$ cat src/sv/aotr_pkg.sv
// Shared types, constants and float compare helpers for the outcode reject core.
package aotr_pkg;

  localparam int MAX_VERTS   = 512;
  localparam int VSLOT_W     = $clog2(MAX_VERTS);
  localparam int RING_CAP    = 8192;
  localparam int HIT_W       = $clog2(RING_CAP);
  localparam int FILL_W      = 14;
  localparam int INDEX_SPACE = 65536;
  localparam int IDX_W       = $clog2(INDEX_SPACE);
  localparam int EPOCH_W     = 4;
  localparam int CODE_W      = 6;
  localparam int CFG_IDX_W   = 3;

  localparam logic [7:0] VisitedFlag = 8'h80;

  typedef enum logic [1:0] {
    KIND_BEGIN  = 2'd0,
    KIND_VERTEX = 2'd1,
    KIND_TRI    = 2'd2,
    KIND_NONE   = 2'd3
  } kind_e;

  typedef enum logic [CFG_IDX_W-1:0] {
    REG_MIN_X      = 3'd0,
    REG_MIN_Y      = 3'd1,
    REG_MIN_Z      = 3'd2,
    REG_MAX_X      = 3'd3,
    REG_MAX_Y      = 3'd4,
    REG_MAX_Z      = 3'd5,
    REG_MASK       = 3'd6,
    REG_FILL_START = 3'd7
  } cfg_idx_e;

  typedef enum logic [1:0] {
    ST_CLEAR,
    ST_IDLE,
    ST_TRI_B,
    ST_TRI_C
  } state_e;

  typedef struct packed {
    logic [31:0] min_x;
    logic [31:0] min_y;
    logic [31:0] min_z;
    logic [31:0] max_x;
    logic [31:0] max_y;
    logic [31:0] max_z;
  } box_t;

  // Unsigned key whose order matches float order (non-NaN only).
  function automatic logic [31:0] order_key(logic [31:0] a);
    logic [31:0] v;
    v = (a == 32'h8000_0000) ? 32'h0 : a;
    order_key = v[31] ? ~v : (v | 32'h8000_0000);
  endfunction

  // Ordered a >= b, false on any NaN.
  function automatic logic fge(logic [31:0] a, logic [31:0] b);
    logic nan_a;
    logic nan_b;
    nan_a = a[30:0] > 31'h7F80_0000;
    nan_b = b[30:0] > 31'h7F80_0000;
    fge = !nan_a && !nan_b && (order_key(a) >= order_key(b));
  endfunction

endpackage

$ cat src/sv/aotr_classify.sv
// Six-way box compare producing a vertex outcode.
module aotr_classify
  import aotr_pkg::*;
(
  input  box_t              box_i,
  input  logic [31:0]       x_i,
  input  logic [31:0]       y_i,
  input  logic [31:0]       z_i,
  output logic [CODE_W-1:0] code_o
);

  // bit order from MSB: min x, max x, min y, max y, min z, max z
  always_comb begin
    code_o[5] = fge(box_i.min_x, x_i);
    code_o[4] = fge(x_i, box_i.max_x);
    code_o[3] = fge(box_i.min_y, y_i);
    code_o[2] = fge(y_i, box_i.max_y);
    code_o[1] = fge(box_i.min_z, z_i);
    code_o[0] = fge(z_i, box_i.max_z);
  end

endmodule

$ cat config.mk
export PLATFORM = sky130hd
export DESIGN_NAME = aotr_classify
export DESIGN_NICKNAME = d
export VERILOG_FILES = /design/src/sv/aotr_pkg.sv /design/src/sv/aotr_classify.sv
export SDC_FILE = /design/constraint.sdc
export NUM_CORES = 1
export LEC_CHECK = 0
export BUFFER_PORTS_ARGS = -buffer_cell sky130_fd_sc_hd__buf_4
export CAP_MARGIN = 0
export CORE_ASPECT_RATIO = 1.5
export CORE_MARGIN = 3
export CORE_UTILIZATION = 40
export DETAILED_ROUTE_END_ITERATION = 8
export GPL_TIMING_DRIVEN = 1
export PLACE_DENSITY = 0.65
export SYNTH_ARGS = -nofsm -noshare
export SYNTH_HDL_FRONTEND = slang
export SYNTH_SLANG_ARGS = --single-unit
$ cat constraint.sdc
create_clock -name vclk -period 5.1
set_clock_uncertainty 0.15 [all_clocks]
set_input_delay 0.51 -clock vclk [all_inputs]
set_output_delay 0.51 -clock vclk [all_outputs]
set_load 0.005 [all_outputs]
# Word-level counts from Yosys, hierarchy flattened
# Cells that the tools add are included.
# W data, S select, Z words.
[word_totals] wordCells=72 reg_bits=0 latch_bits=0 mem_bits_ro=0 in_bits=288 ramBits=0 mem_count=0
[classes] div=0 n_shift=0 eq_ne=9 mux=18 bitwise=9 mul=0 n_lt_le_gt_ge=15 reduce_logical=21 add_sub_neg=0
[ops] cell="$mux W32" count=18
[ops] cell="$eq A32 B32 Y1 const B" count=9
[ops] cell="$not A32 Y32" count=9
[ops] cell="$gt A31 B31 Y1 const B" count=9
[ops] cell="$ge A32 B32 Y1" count=6
[ops] cell="$logic_and A1 B1 Y1" count=12
[ops] cell="$logic_not A1 Y1" count=9

# Depth between registers and ports, before layout
# Gate-level depths: netlist of the first run.
[depth] word_depth=6 ltp_mapped=16 depth_no_buf=15

# Worst setup path before layout of the first run
# Ideal clock, no wire load.
[synth_path] path_type="in2out" from="in box_i[113] (netlist bit)" to="out code_o[1]" path_buffers=2 stages=15 setup_slack_ps=779 required_ps=4440 t_arrival_ps=3661 path_cell_list="nor4_1 -> nand4_1 -> nor3_2 -> clkbuf_1 -> buf_1 -> nor2_1 -> ha_1 -> a21o_1 -> a21o_1 -> a221o_1 -> a21o_1 -> a311oi_1 -> a2111oi_0 -> a2111oi_0 -> nor2_1"
[synth_via] elab_chain_cells=6 word_cells_on_any_way=9
[synth_rtl] item="start: declaration" line_no="aotr_classify.sv:5" text="input box_t box_i,"
[synth_rtl] item="$eq A32 B32 Y1" line_no="aotr_pkg.sv:54" text="v = (a == 32'h8000_0000) ? 32'h0 : a;"
[synth_rtl] item="$mux W32" line_no="aotr_pkg.sv:54"
[synth_rtl] item="$not A32 Y32" line_no="aotr_pkg.sv:55" text="order_key = v[31] ? ~v : (v | 32'h8000_0000);"
[synth_rtl] item="$mux W32" line_no="aotr_pkg.sv:55"
[synth_rtl] item="$ge A32 B32 Y1" line_no="aotr_pkg.sv:64" text="fge = !nan_a && !nan_b && (order_key(a) >= order_key(b));"
[synth_rtl] item="$logic_and A1 B1 Y1 *" line_no="aotr_pkg.sv:64"
[synth_rtl] item="end: declaration" line_no="aotr_classify.sv:9" text="output logic [CODE_W-1:0] code_o"
# Mark *: on every way between the ends. The rest lies on a longest branch, timed or not.

# Final worst setup path of the first run
[layout_path] from="in z_i[5]" to="out code_o[1]"
[layout_via] elab_chain_cells=6 word_cells_on_any_way=9
[layout_rtl] item="start: declaration" line_no="aotr_classify.sv:8" text="input logic [31:0] z_i,"
[layout_rtl] item="$eq A32 B32 Y1" line_no="aotr_pkg.sv:54"
[layout_rtl] item="$mux W32" line_no="aotr_pkg.sv:54"
[layout_rtl] item="$not A32 Y32" line_no="aotr_pkg.sv:55"
[layout_rtl] item="$mux W32" line_no="aotr_pkg.sv:55"
[layout_rtl] item="$ge A32 B32 Y1" line_no="aotr_pkg.sv:64"
[layout_rtl] item="$logic_and A1 B1 Y1 *" line_no="aotr_pkg.sv:64"
# Marks and branches as above.

==> metrics.md, run 1 <==
| Metric | Value |
|---|---|
| Mapped Area | `9100 µm²` |
| Final setup viols | `0` |
| Fin worst setup slack | `0.292 ns` |
| P_sw | `0.664 mW` |
| Top cells by count, synth | `xor2_1, ha_1, nand2_1` |
| Antenna Nets Post-Route | `0` |
| Pin count of the biggest net entering global routing | `35` |
| Setup CP Type | `in -> out` |
| Internal power | `0.629 mW` |
| Ys Warns | `0` |
| P&R area growth vs syn | `27.3%` |
| Setup bufs post-CTS | `0` |
| Hold_buf cts | `0` |
| Total core area | `22400 µm²` |
| Row cnt | `67` |
| Post-synthesis cell type count | `50` |
| Worst min-delay path category | `in -> out` |
| Adder-Cell Fraction of Synth Area | `0.250` |
| Total gr overflow | `0` |
| Worst-Margin Slew | `0.561 ns` |
| Final nets | `2042` |
| Routability cong. | `0.939` |
| Drt total wl | `30.4 mm` |
| Sequential Power Share | `0` |
| 1st-pass router iterations | `5` |
| Initial core utilization | `0.407` |
| Comb power frac | `1.000` |
| Slew headroom | `0.623` |
| Synthesized area per cell | `6.90 µm²` |
| Vias | `9938` |
| Critical Path RT | `4.44 ns` |
| # IOs | `294` |
| Largest family of logic cells by synthesized area | `simple AND/OR/NAND/NOR gates` |
| Dpl hpwl | `27.2 mm` |
| Post-synthesis sequential area ratio | `0` |
| DR vias/cell | `5.38` |
| Setup crit start kind | `input port` |
| Worst setup EP type | `primary output` |
| Maximum clock rate | `208 MHz` |
| Switching part of the total | `0.514` |
| Post-layout min period | `4.81 ns` |
| Layout cells sized above 1 | `0.208` |
| Full die area | `24600 µm²` |
| Simple-Gate Fraction of Synth Area | `0.284` |
| WHS | `1.45 ns` |
| Outcome | `complete, no violations` |
| PD cells | `112 nW/µm²` |
| Unrepaired setup endpoints after global routing | `no` |
| First-pass GRT wire length | `47.8 mm` |
| Most common cell in the netlist | `xor2_1` |
| Largest area contributor in the netlist | `ha_1` |
| Cell Area, Placed | `11600 µm²` |
| CLK BUF | `0` |
| Crit-path max FO | `19` |
| Mapped Nets | `1789` |
| Top cells by area, synth | `ha_1, xor2_1, xnor2_1, nand2_1, nor2_1` |
| Storage cell area | `0 µm²` |
| FFs & Latches | `0` |
| Mapped Cells | `1319` |
| Hold Fails Final Rpt | `0` |
| Die height | `191 µm` |
| Post-place setup slack | `0.353 ns` |
| Post-cts resize count | `0` |
| Residual DRC count | `0` |
| Die W | `129 µm` |
| XOR/XNOR share of the synthesized area | `0.266` |
| Setup_tns | `0 ns` |
| Antenna diodes | `0` |
| # fillers | `2278` |
| Post-synth top area share | `0.250` |
| Port bufs | `294` |
| Period utilization | `0.943` |
| MaxCap Viol Count | `0` |
| Mux cell area share after synthesis | `0` |
| Wire per inst | `16.5 µm` |
| Clock Power Share | `0` |
| Iter 0 DRT Violations | `366` |
| Gr usage total | `0.235` |
| Initial antenna violation count | `0` |
| Leakage | `6.17 nW` |
| Area of the multi-input gates | `8520 µm²` |
| Worst IR drop on VDD | `0.0600 mV` |
| Final non-filler cell area | `11600 µm²` |
| Arrival time at the worst endpoint | `4.15 ns` |
| Max-slew violation count | `0` |
| Number of global-route vias before repair | `10200` |
| Compound-gate portion of the synthesized area | `0.135` |
cells by family after synthesis:
| family | after synthesis |
|---|---|
| simple gates | 521 |
| xor+xnor | 276 |
| fa+ha+maj | 182 |
| buf+inv | 158 |
| compound gates | 182 |
placed cells by master, fill, tap and decap left out, types with 2 or more instances in the layout:
cell,instances
a2111oi_0,6
a211o_1,5
a211oi_1,8
a21o_1,53
a21oi_1,44
a311oi_1,4
a31o_2,3
a31oi_1,3
and2_1,51
and4_1,5
buf_4,313
ha_1,182
inv_1,95
nand2_1,156
nand2b_1,7
nand3_1,8
nand3_2,2
nand4_1,55
nand4b_1,3
nor2_1,117
nor2b_1,15
nor3_1,30
nor3_2,3
nor4_1,52
nor4b_1,3
o2111ai_1,2
o211ai_1,9
o21a_1,5
o21ai_0,26
o221ai_1,2
o31ai_1,5
or3_1,6
or4_4,2
xnor2_1,90
xor2_1,186
per-stage QoR:
step,utilization,total power [mW],std cells
global route,0.518,1.47,1846
CTS,0.518,1.30,1846
global placement,0.518,1.27,1846
detailed placement,0.518,1.29,1846
finish,0.518,1.29,1846
floorplan,-,0.815,1319
routing by layer:
metal | global-route usage | share of wire | vias up
li1 | - | - | 5079
met1 | 0.262 | 0.39 | 4473
met2 | 0.462 | 0.53 | 319
met3 | 0.0123 | 0.047 | 67
met4 | 0.0784 | 0.040 | 0
met5 | 0 | 0 | -
worst max-delay path: stages:
cell and delay (ns):
buf_4 0.12, or4_4 0.52, nor2_2 0.20, nand3_2 0.31
buf_4 0.29, nand2_1 0.09, ha_1 0.25, a21o_1 0.18
a21o_1 0.16, a221o_1 0.34, a21o_1 0.19, a311oi_1 0.25
a2111oi_0 0.12, a2111oi_0 0.32, nor2_1 0.13, buf_4 0.15
path summary, 6_finish.rpt:
| check | to | startpoint | cells after the start |
|---|---|---|---|
| worst min-delay path | code_o[0] | box_i[29] | 5 |
| worst max-delay path | code_o[1] | z_i[5] | 16 |
power groups by stage:
| stage | registers [mW] | logic (mW) | clock network [mW] |
|---|---|---|---|
| after CTS | 0 | 1.30 | 0 |
| after detailed placement | 0 | 1.29 | 0 |
| after global routing | 0 | 1.47 | 0 |
| final | 0 | 1.29 | 0 |
| after floorplan | 0 | 0.815 | 0 |
| after global placement | 0 | 1.27 | 0 |
layout make-up:
cell class / count / share of cell area
Tap cell: 276 / 0.0298
Inverter: 95 / 0.0308
Timing Repair Buffer: 314 / 0.205
Multi-Input combinational cell: 1161 / 0.735
No activity file was read; power rests on OpenSTA's default activity.
==> inputs of run 2 (changes only) <==
--- a/config.mk
+++ b/config.mk
@@ -9,10 +9,10 @@
 export CAP_MARGIN = 0
 export CORE_ASPECT_RATIO = 1.5
 export CORE_MARGIN = 3
-export CORE_UTILIZATION = 40
+export CORE_UTILIZATION = 55
 export DETAILED_ROUTE_END_ITERATION = 8
 export GPL_TIMING_DRIVEN = 1
-export PLACE_DENSITY = 0.65
+export PLACE_DENSITY = 0.86
 export SYNTH_ARGS = -nofsm -noshare
 export SYNTH_HDL_FRONTEND = slang
 export SYNTH_SLANG_ARGS = --single-unit
==> run 2 against run 1 <==
Effect of this change:
- die area is 26% lower
- core utilization increased by 19 points
- combinational power is essentially flat
- setup slack improved by 0.021 ns
- non-clock buffer count is 1 lower
- sequential share of layout area unchanged
- highest routed layer unchanged
==> metrics.md, run 2 (same netlist as run 1, synthesis figures left out) <==
| Metric | Value |
|---|---|
| Outcome | `complete, no violations (unchanged)` |
| Dpl hpwl | `25.7 mm (was 27.2 mm)` |
| Antenna Nets Post-Route | `0 (unchanged)` |
| Worst min-delay path category | `in -> out (unchanged)` |
| Worst-Margin Slew | `0.689 ns (was 0.561 ns)` |
| Commonest non-fill, non-tap cells in the layout | `buf_4, xor2_1, ha_1 (unchanged)` |
| Slew headroom | `0.529 (was 0.623)` |
| # IOs | `294 (unchanged)` |
| Initial core utilization | `0.562 (was 0.407)` |
| Worst setup EP type | `primary output (unchanged)` |
| Finished Core Util | `0.710 (was 0.518)` |
| Post-layout min period | `4.79 ns (was 4.81 ns)` |
| Routability cong. | `0.983 (was 0.939)` |
| Setup CP Type | `in -> out (unchanged)` |
| 1st-pass router iterations | `6 (was 5)` |
| Vias | `10300 (was 9938)` |
| Crit. Startpoint | `z_i[5] (unchanged)` |
| Pin count of the biggest net entering global routing | `35 (unchanged)` |
| Hold Fails Final Rpt | `0 (unchanged)` |
| Antenna diodes | `0 (unchanged)` |
| Worst IR drop on VDD | `0.0708 mV (was 0.0600 mV)` |
| Crit-path max FO | `18 (was 19)` |
| Setup_tns | `0 ns (unchanged)` |
| Final setup viols | `0 (unchanged)` |
| PD cells | `112 nW/µm² (about the same)` |
| Layout cells sized above 1 | `0.208 (about the same)` |
| Residual DRC count | `0 (unchanged)` |
| Total core area | `16200 µm² (was 22400 µm²)` |
| Arrival time at the worst endpoint | `4.13 ns (was 4.15 ns)` |
| Wire per inst | `16.3 µm (was 16.5 µm)` |
| DR vias/cell | `5.78 (was 5.38)` |
| Iter 0 DRT Violations | `534 (was 366)` |
| Row cnt | `57 (was 67)` |
| Period utilization | `0.939 (was 0.943)` |
| Drt total wl | `29.0 mm (was 30.4 mm)` |
| Die W | `111 µm (was 129 µm)` |
| Setup bufs post-CTS | `0 (unchanged)` |
| Unrepaired setup endpoints after global routing | `no (unchanged)` |
| P&R area growth vs syn | `26.3% (was 27.3%)` |
| Max-slew violation count | `0 (unchanged)` |
| Die height | `164 µm (was 191 µm)` |
| Critical Path RT | `4.44 ns (about the same)` |
| Maximum clock rate | `209 MHz (was 208 MHz)` |
| Number of global-route vias before repair | `10200 (about the same)` |
| MaxCap Viol Count | `0 (unchanged)` |
| Gr usage total | `0.300 (was 0.235)` |
| Leakage | `6.17 nW (about the same)` |
| Port bufs | `294 (unchanged)` |
| CLK BUF | `0 (unchanged)` |
| Initial antenna violation count | `0 (unchanged)` |
| Worst setup path endpoint | `code_o[0] (was code_o[1])` |
| FFs & Latches | `0 (unchanged)` |
| Total chip power | `1.29 mW (about the same)` |
| First-pass GRT wire length | `46.0 mm (was 47.8 mm)` |
| Setup crit start kind | `input port (unchanged)` |
| Most common cell after layout, fill and taps aside | `buf_4 (unchanged)` |
| Final nets | `2041 (was 2042)` |
| Storage cell area | `0 µm² (unchanged)` |
| Total gr overflow | `0 (unchanged)` |
| Full die area | `18200 µm² (was 24600 µm²)` |
| Hold_buf cts | `0 (unchanged)` |
## run 2: area by class of cell
type / count / area [µm²]
Multi-Input combinational cell: 1161 / 8520
Fill cell: 1385 / 4700
Timing Repair Buffer: 313 / 2360
Inverter: 95 / 357
Tap cell: 206 / 258
## run 2: worst min-delay path by stage
stage | start | cells past startpoint | slack, ns | end
detailed placement | box_i[29] | 5 | 1.43 | code_o[0]
floorplan | box_i[29] | 3 | 1.14 | code_o[0]
global placement | box_i[30] | 5 | 1.44 | code_o[0]
finish | box_i[29] | 5 | 1.44 | code_o[0]
global route | box_i[29] | 5 | 1.48 | code_o[0]
CTS | box_i[29] | 5 | 1.44 | code_o[0]
## run 2: layer usage
layer | global-route usage | wire length [µm] | up-vias | part of all wire
met5 | 0 | 0 | - | 0
met4 | 0.157 | 1800 | 0 | 0.062
met3 | 0.0267 | 1600 | 122 | 0.055
met2 | 0.595 | 15200 | 405 | 0.52
met1 | 0.308 | 10400 | 4652 | 0.36
li1 | - | - | 5079 | -
## run 2: timing repair
action	in CTS	in global routing
hold endpoints to repair	0	0
setup endpoints to repair	0	1
gates resized for setup	0	1
## run 2: through the flow
step / hold slack (ns) / cell area [µm²] / cells / worst slack (ns)
after floorplan: 1.14 / 9100 / 1319 / 0.779
after global placement: 1.44 / 11500 / 1775 / 0.395
after detailed placement: 1.43 / 11500 / 1775 / 0.301
after CTS: 1.44 / 11500 / 1775 / 0.273
after global routing: 1.48 / 11500 / 1775 / 0.0361
final: 1.44 / 11500 / 1775 / 0.313
## run 2: worst max-delay path: stages
cell      delay, ns
buf_4          0.12
or4_4          0.53
nor2_2         0.20
nand3_2        0.29
buf_4          0.29
and2_1         0.17
ha_1           0.31
a21o_1         0.18
a221oi_1       0.29
nor3_1         0.10
a211oi_1       0.26
nor4b_1        0.10
a211oi_1       0.31
a31oi_1        0.13
o21a_1         0.20
buf_4          0.14
## run 2: power by group
| part | switching (mW) | total (mW) | internal [mW] |
|---|---|---|---|
| registers | 0 | 0 | 0 |
| clock network | 0 | 0 | 0 |
| logic | 0.660 | 1.29 | 0.630 |
| total | 0.660 | 1.29 | 0.630 |
==> inputs of run 3 (changes only) <==
--- a/config.mk
+++ b/config.mk
@@ -7,12 +7,15 @@
 export LEC_CHECK = 0
 export BUFFER_PORTS_ARGS = -buffer_cell sky130_fd_sc_hd__buf_4
 export CAP_MARGIN = 0
+export CELL_PAD_IN_SITES_DETAIL_PLACEMENT = 0
+export CELL_PAD_IN_SITES_GLOBAL_PLACEMENT = 1
 export CORE_ASPECT_RATIO = 1.5
 export CORE_MARGIN = 3
-export CORE_UTILIZATION = 55
+export CORE_UTILIZATION = 38
 export DETAILED_ROUTE_END_ITERATION = 8
 export GPL_TIMING_DRIVEN = 1
-export PLACE_DENSITY = 0.86
+export PLACE_DENSITY_LB_ADDON = 0.1
+export SLEW_MARGIN = 20
 export SYNTH_ARGS = -nofsm -noshare
 export SYNTH_HDL_FRONTEND = slang
 export SYNTH_SLANG_ARGS = --single-unit
==> run 3 against run 2 <==
Effect of this change:
- via count shrank 5.8%
- setup slack gained 0.017 ns
- final cell count grew 6.8%
- core utilization shrank 21 points
- die area grew 43%
- critical path depth is the same
- global-route usage shrank 8.2 points
- combinational power is essentially flat
- highest routed layer unchanged
- critical path type unchanged
==> metrics.md, run 3 (same netlist as run 1, synthesis figures left out) <==
| Metric | Value |
|---|---|
| Critical Path RT | `4.44 ns (about the same)` |
| Post-layout min period | `4.77 ns (was 4.79 ns)` |
| Iter 0 DRT Violations | `288 (was 534)` |
| GR Util met2 | `0.423 (was 0.595)` |
| Pin count of the biggest net entering global routing | `36 (was 35)` |
| Worst IR drop on VDD | `0.0531 mV (was 0.0708 mV)` |
| Met1 Usage GRT | `0.262 (was 0.308)` |
| Slew headroom | `0.606 (was 0.529)` |
| Worst min-delay path category | `in -> out (unchanged)` |
| CLK BUF | `0 (unchanged)` |
| Slowest-stage cell, CP | `or4_4 (unchanged)` |
| Min-Delay Endpoint | `code_o[5] (was code_o[0])` |
| Maximum clock rate | `210 MHz (was 209 MHz)` |
| Row cnt | `68 (was 57)` |
| Most common cell after layout, fill and taps aside | `buf_4 (unchanged)` |
| DR vias/cell | `5.10 (was 5.78)` |
| Storage cell area | `0 µm² (unchanged)` |
| Die W | `132 µm (was 111 µm)` |
| Crit. Startpoint | `z_i[5] (unchanged)` |
| FFs & Latches | `0 (unchanged)` |
| Outcome | `complete, no violations (unchanged)` |
| Hold Path Stages | `3 (was 5)` |
| Port bufs | `294 (unchanged)` |
| Worst-Margin Slew | `0.576 ns (was 0.689 ns)` |
| Total core area | `23300 µm² (was 16200 µm²)` |
| Arrival time at the worst endpoint | `4.11 ns (was 4.13 ns)` |
| Final setup viols | `0 (unchanged)` |
| Unrepaired setup endpoints after global routing | `no (unchanged)` |
| Placed cell count | `1895 (was 1775)` |
| Setup CP Type | `in -> out (unchanged)` |
| Fin cells | `1895 (was 1775)` |
| Hold_sp | `box_i[191] (was box_i[29])` |
| Full die area | `25900 µm² (was 18200 µm²)` |
| Layout cells sized above 1 | `0.213 (was 0.208)` |
| Crit-path max FO | `20 (was 18)` |
| Area of the multi-input gates | `8520 µm² (about the same)` |
| Number of global-route vias before repair | `9733 (was 10200)` |
| Max-slew violation count | `0 (unchanged)` |
| Hold_buf cts | `0 (unchanged)` |
| Initial antenna violation count | `0 (unchanged)` |
| Crit-path max cell delay | `0.52 ns (was 0.53 ns)` |
| First-pass GRT wire length | `47.3 mm (was 46.0 mm)` |
| Setup crit start kind | `input port (unchanged)` |
| Dpl hpwl | `27.1 mm (was 25.7 mm)` |
| # fillers | `2477 (was 1385)` |
| Setup_tns | `0 ns (unchanged)` |
| Wire per inst | `15.8 µm (was 16.3 µm)` |
| Gr usage total | `0.218 (was 0.300)` |
| # IOs | `294 (unchanged)` |
| Worst setup EP type | `primary output (unchanged)` |
| Routability cong. | `0.858 (was 0.983)` |
| Period utilization | `0.935 (was 0.939)` |
| Drt total wl | `29.9 mm (was 29.0 mm)` |
| Vias | `9659 (was 10300)` |
| P&R area growth vs syn | `28.6% (was 26.3%)` |
| PD cells | `109 nW/µm² (was 112 nW/µm²)` |
| Leakage | `6.21 nW (was 6.17 nW)` |
| Met3 usage | `0.0152 (was 0.0267)` |
| Initial core utilization | `0.390 (was 0.562)` |
| Commonest non-fill, non-tap cells in the layout | `buf_4, xor2_1, ha_1 (unchanged)` |
| MaxCap Viol Count | `0 (unchanged)` |
| Residual DRC count | `0 (unchanged)` |
| Die height | `196 µm (was 164 µm)` |
| 1st-pass router iterations | `4 (was 6)` |
| Crit-path cells | `buf_4 -> or4_4 -> nor2_2 -> nand3_4 -> buf_4 -> nand2_1 -> ha_1 -> a21o_1 -> a21o_1 -> a221o_1 -> a21o_1 -> a311oi_1 -> a2111oi_0 -> a2111oi_0 -> nor2_1 -> buf_4 (was buf_4 -> or4_4 -> nor2_2 -> nand3_2 -> buf_4 -> and2_1 -> ha_1 -> a21o_1 -> a221oi_1 -> nor3_1 -> a211oi_1 -> nor4b_1 -> a211oi_1 -> a31oi_1 -> o21a_1 -> buf_4)` |
| Total gr overflow | `0 (unchanged)` |
| Antenna diodes | `0 (unchanged)` |
| Grt peak-use layer | `met2 (unchanged)` |
| Final nets | `2052 (was 2041)` |
| Antenna Nets Post-Route | `0 (unchanged)` |
| Hold Fails Final Rpt | `0 (unchanged)` |
==> run 3: layer usage <==
metal	wire length, µm	share of wire
met5	0	0
met4	622	0.021
met3	1190	0.040
met2	15600	0.52
met1	12500	0.42
==> run 3: area by class of cell <==
| cell class | instances | area share |
|---|---|---|
| multi-input cells | 1161 | 0.728 |
| repair buffers | 324 | 0.208 |
| well taps | 315 | 0.0337 |
| inverters | 95 | 0.0305 |
==> run 3: worst max-delay path by stage <==
| stage | to | slack [ns] |
|---|---|---|
| final | code_o[1] | 0.33 |
| after global routing | code_o[0] | 0.06 |
| after CTS | code_o[1] | 0.21 |
| after detailed placement | code_o[1] | 0.22 |
| after global placement | code_o[1] | 0.29 |
| after floorplan | code_o[1] | 0.78 |
==> run 3: where the power goes <==
group          switching, mW  internal, mW
Combinational          0.647         0.628
Sequential                 0             0
Clock                      0             0
==> run 3: worst max-delay path: cells and delay by family <==
family	cells	cell delay, ns
AND/OR/NAND/NOR	5	1.19
buffers and inverters	3	0.52
AO/OA/AOI/OAI	7	1.63
adder cells (fa/ha/maj)	1	0.24
==> run 3: repair_timing <==
item / CTS / global route
setup endpoints to repair: 0 / 2
gates resized for setup: 0 / 1
buffers inserted: 0 / 0
==> run 3: per-stage QoR <==
stage	power (mW)	utilization	instance area [µm²]	hold slack, ns	setup WS [ns]
2_1_floorplan	0.815	-	9100	1.14	0.779
3_3_place_gp	1.26	0.502	11700	1.31	0.295
3_5_place_dp	1.28	0.502	11700	1.32	0.223
4_1_cts	1.29	0.502	11700	1.32	0.211
5_1_grt	1.45	0.502	11700	1.36	0.0642
6_report	1.27	0.502	11700	1.31	0.330
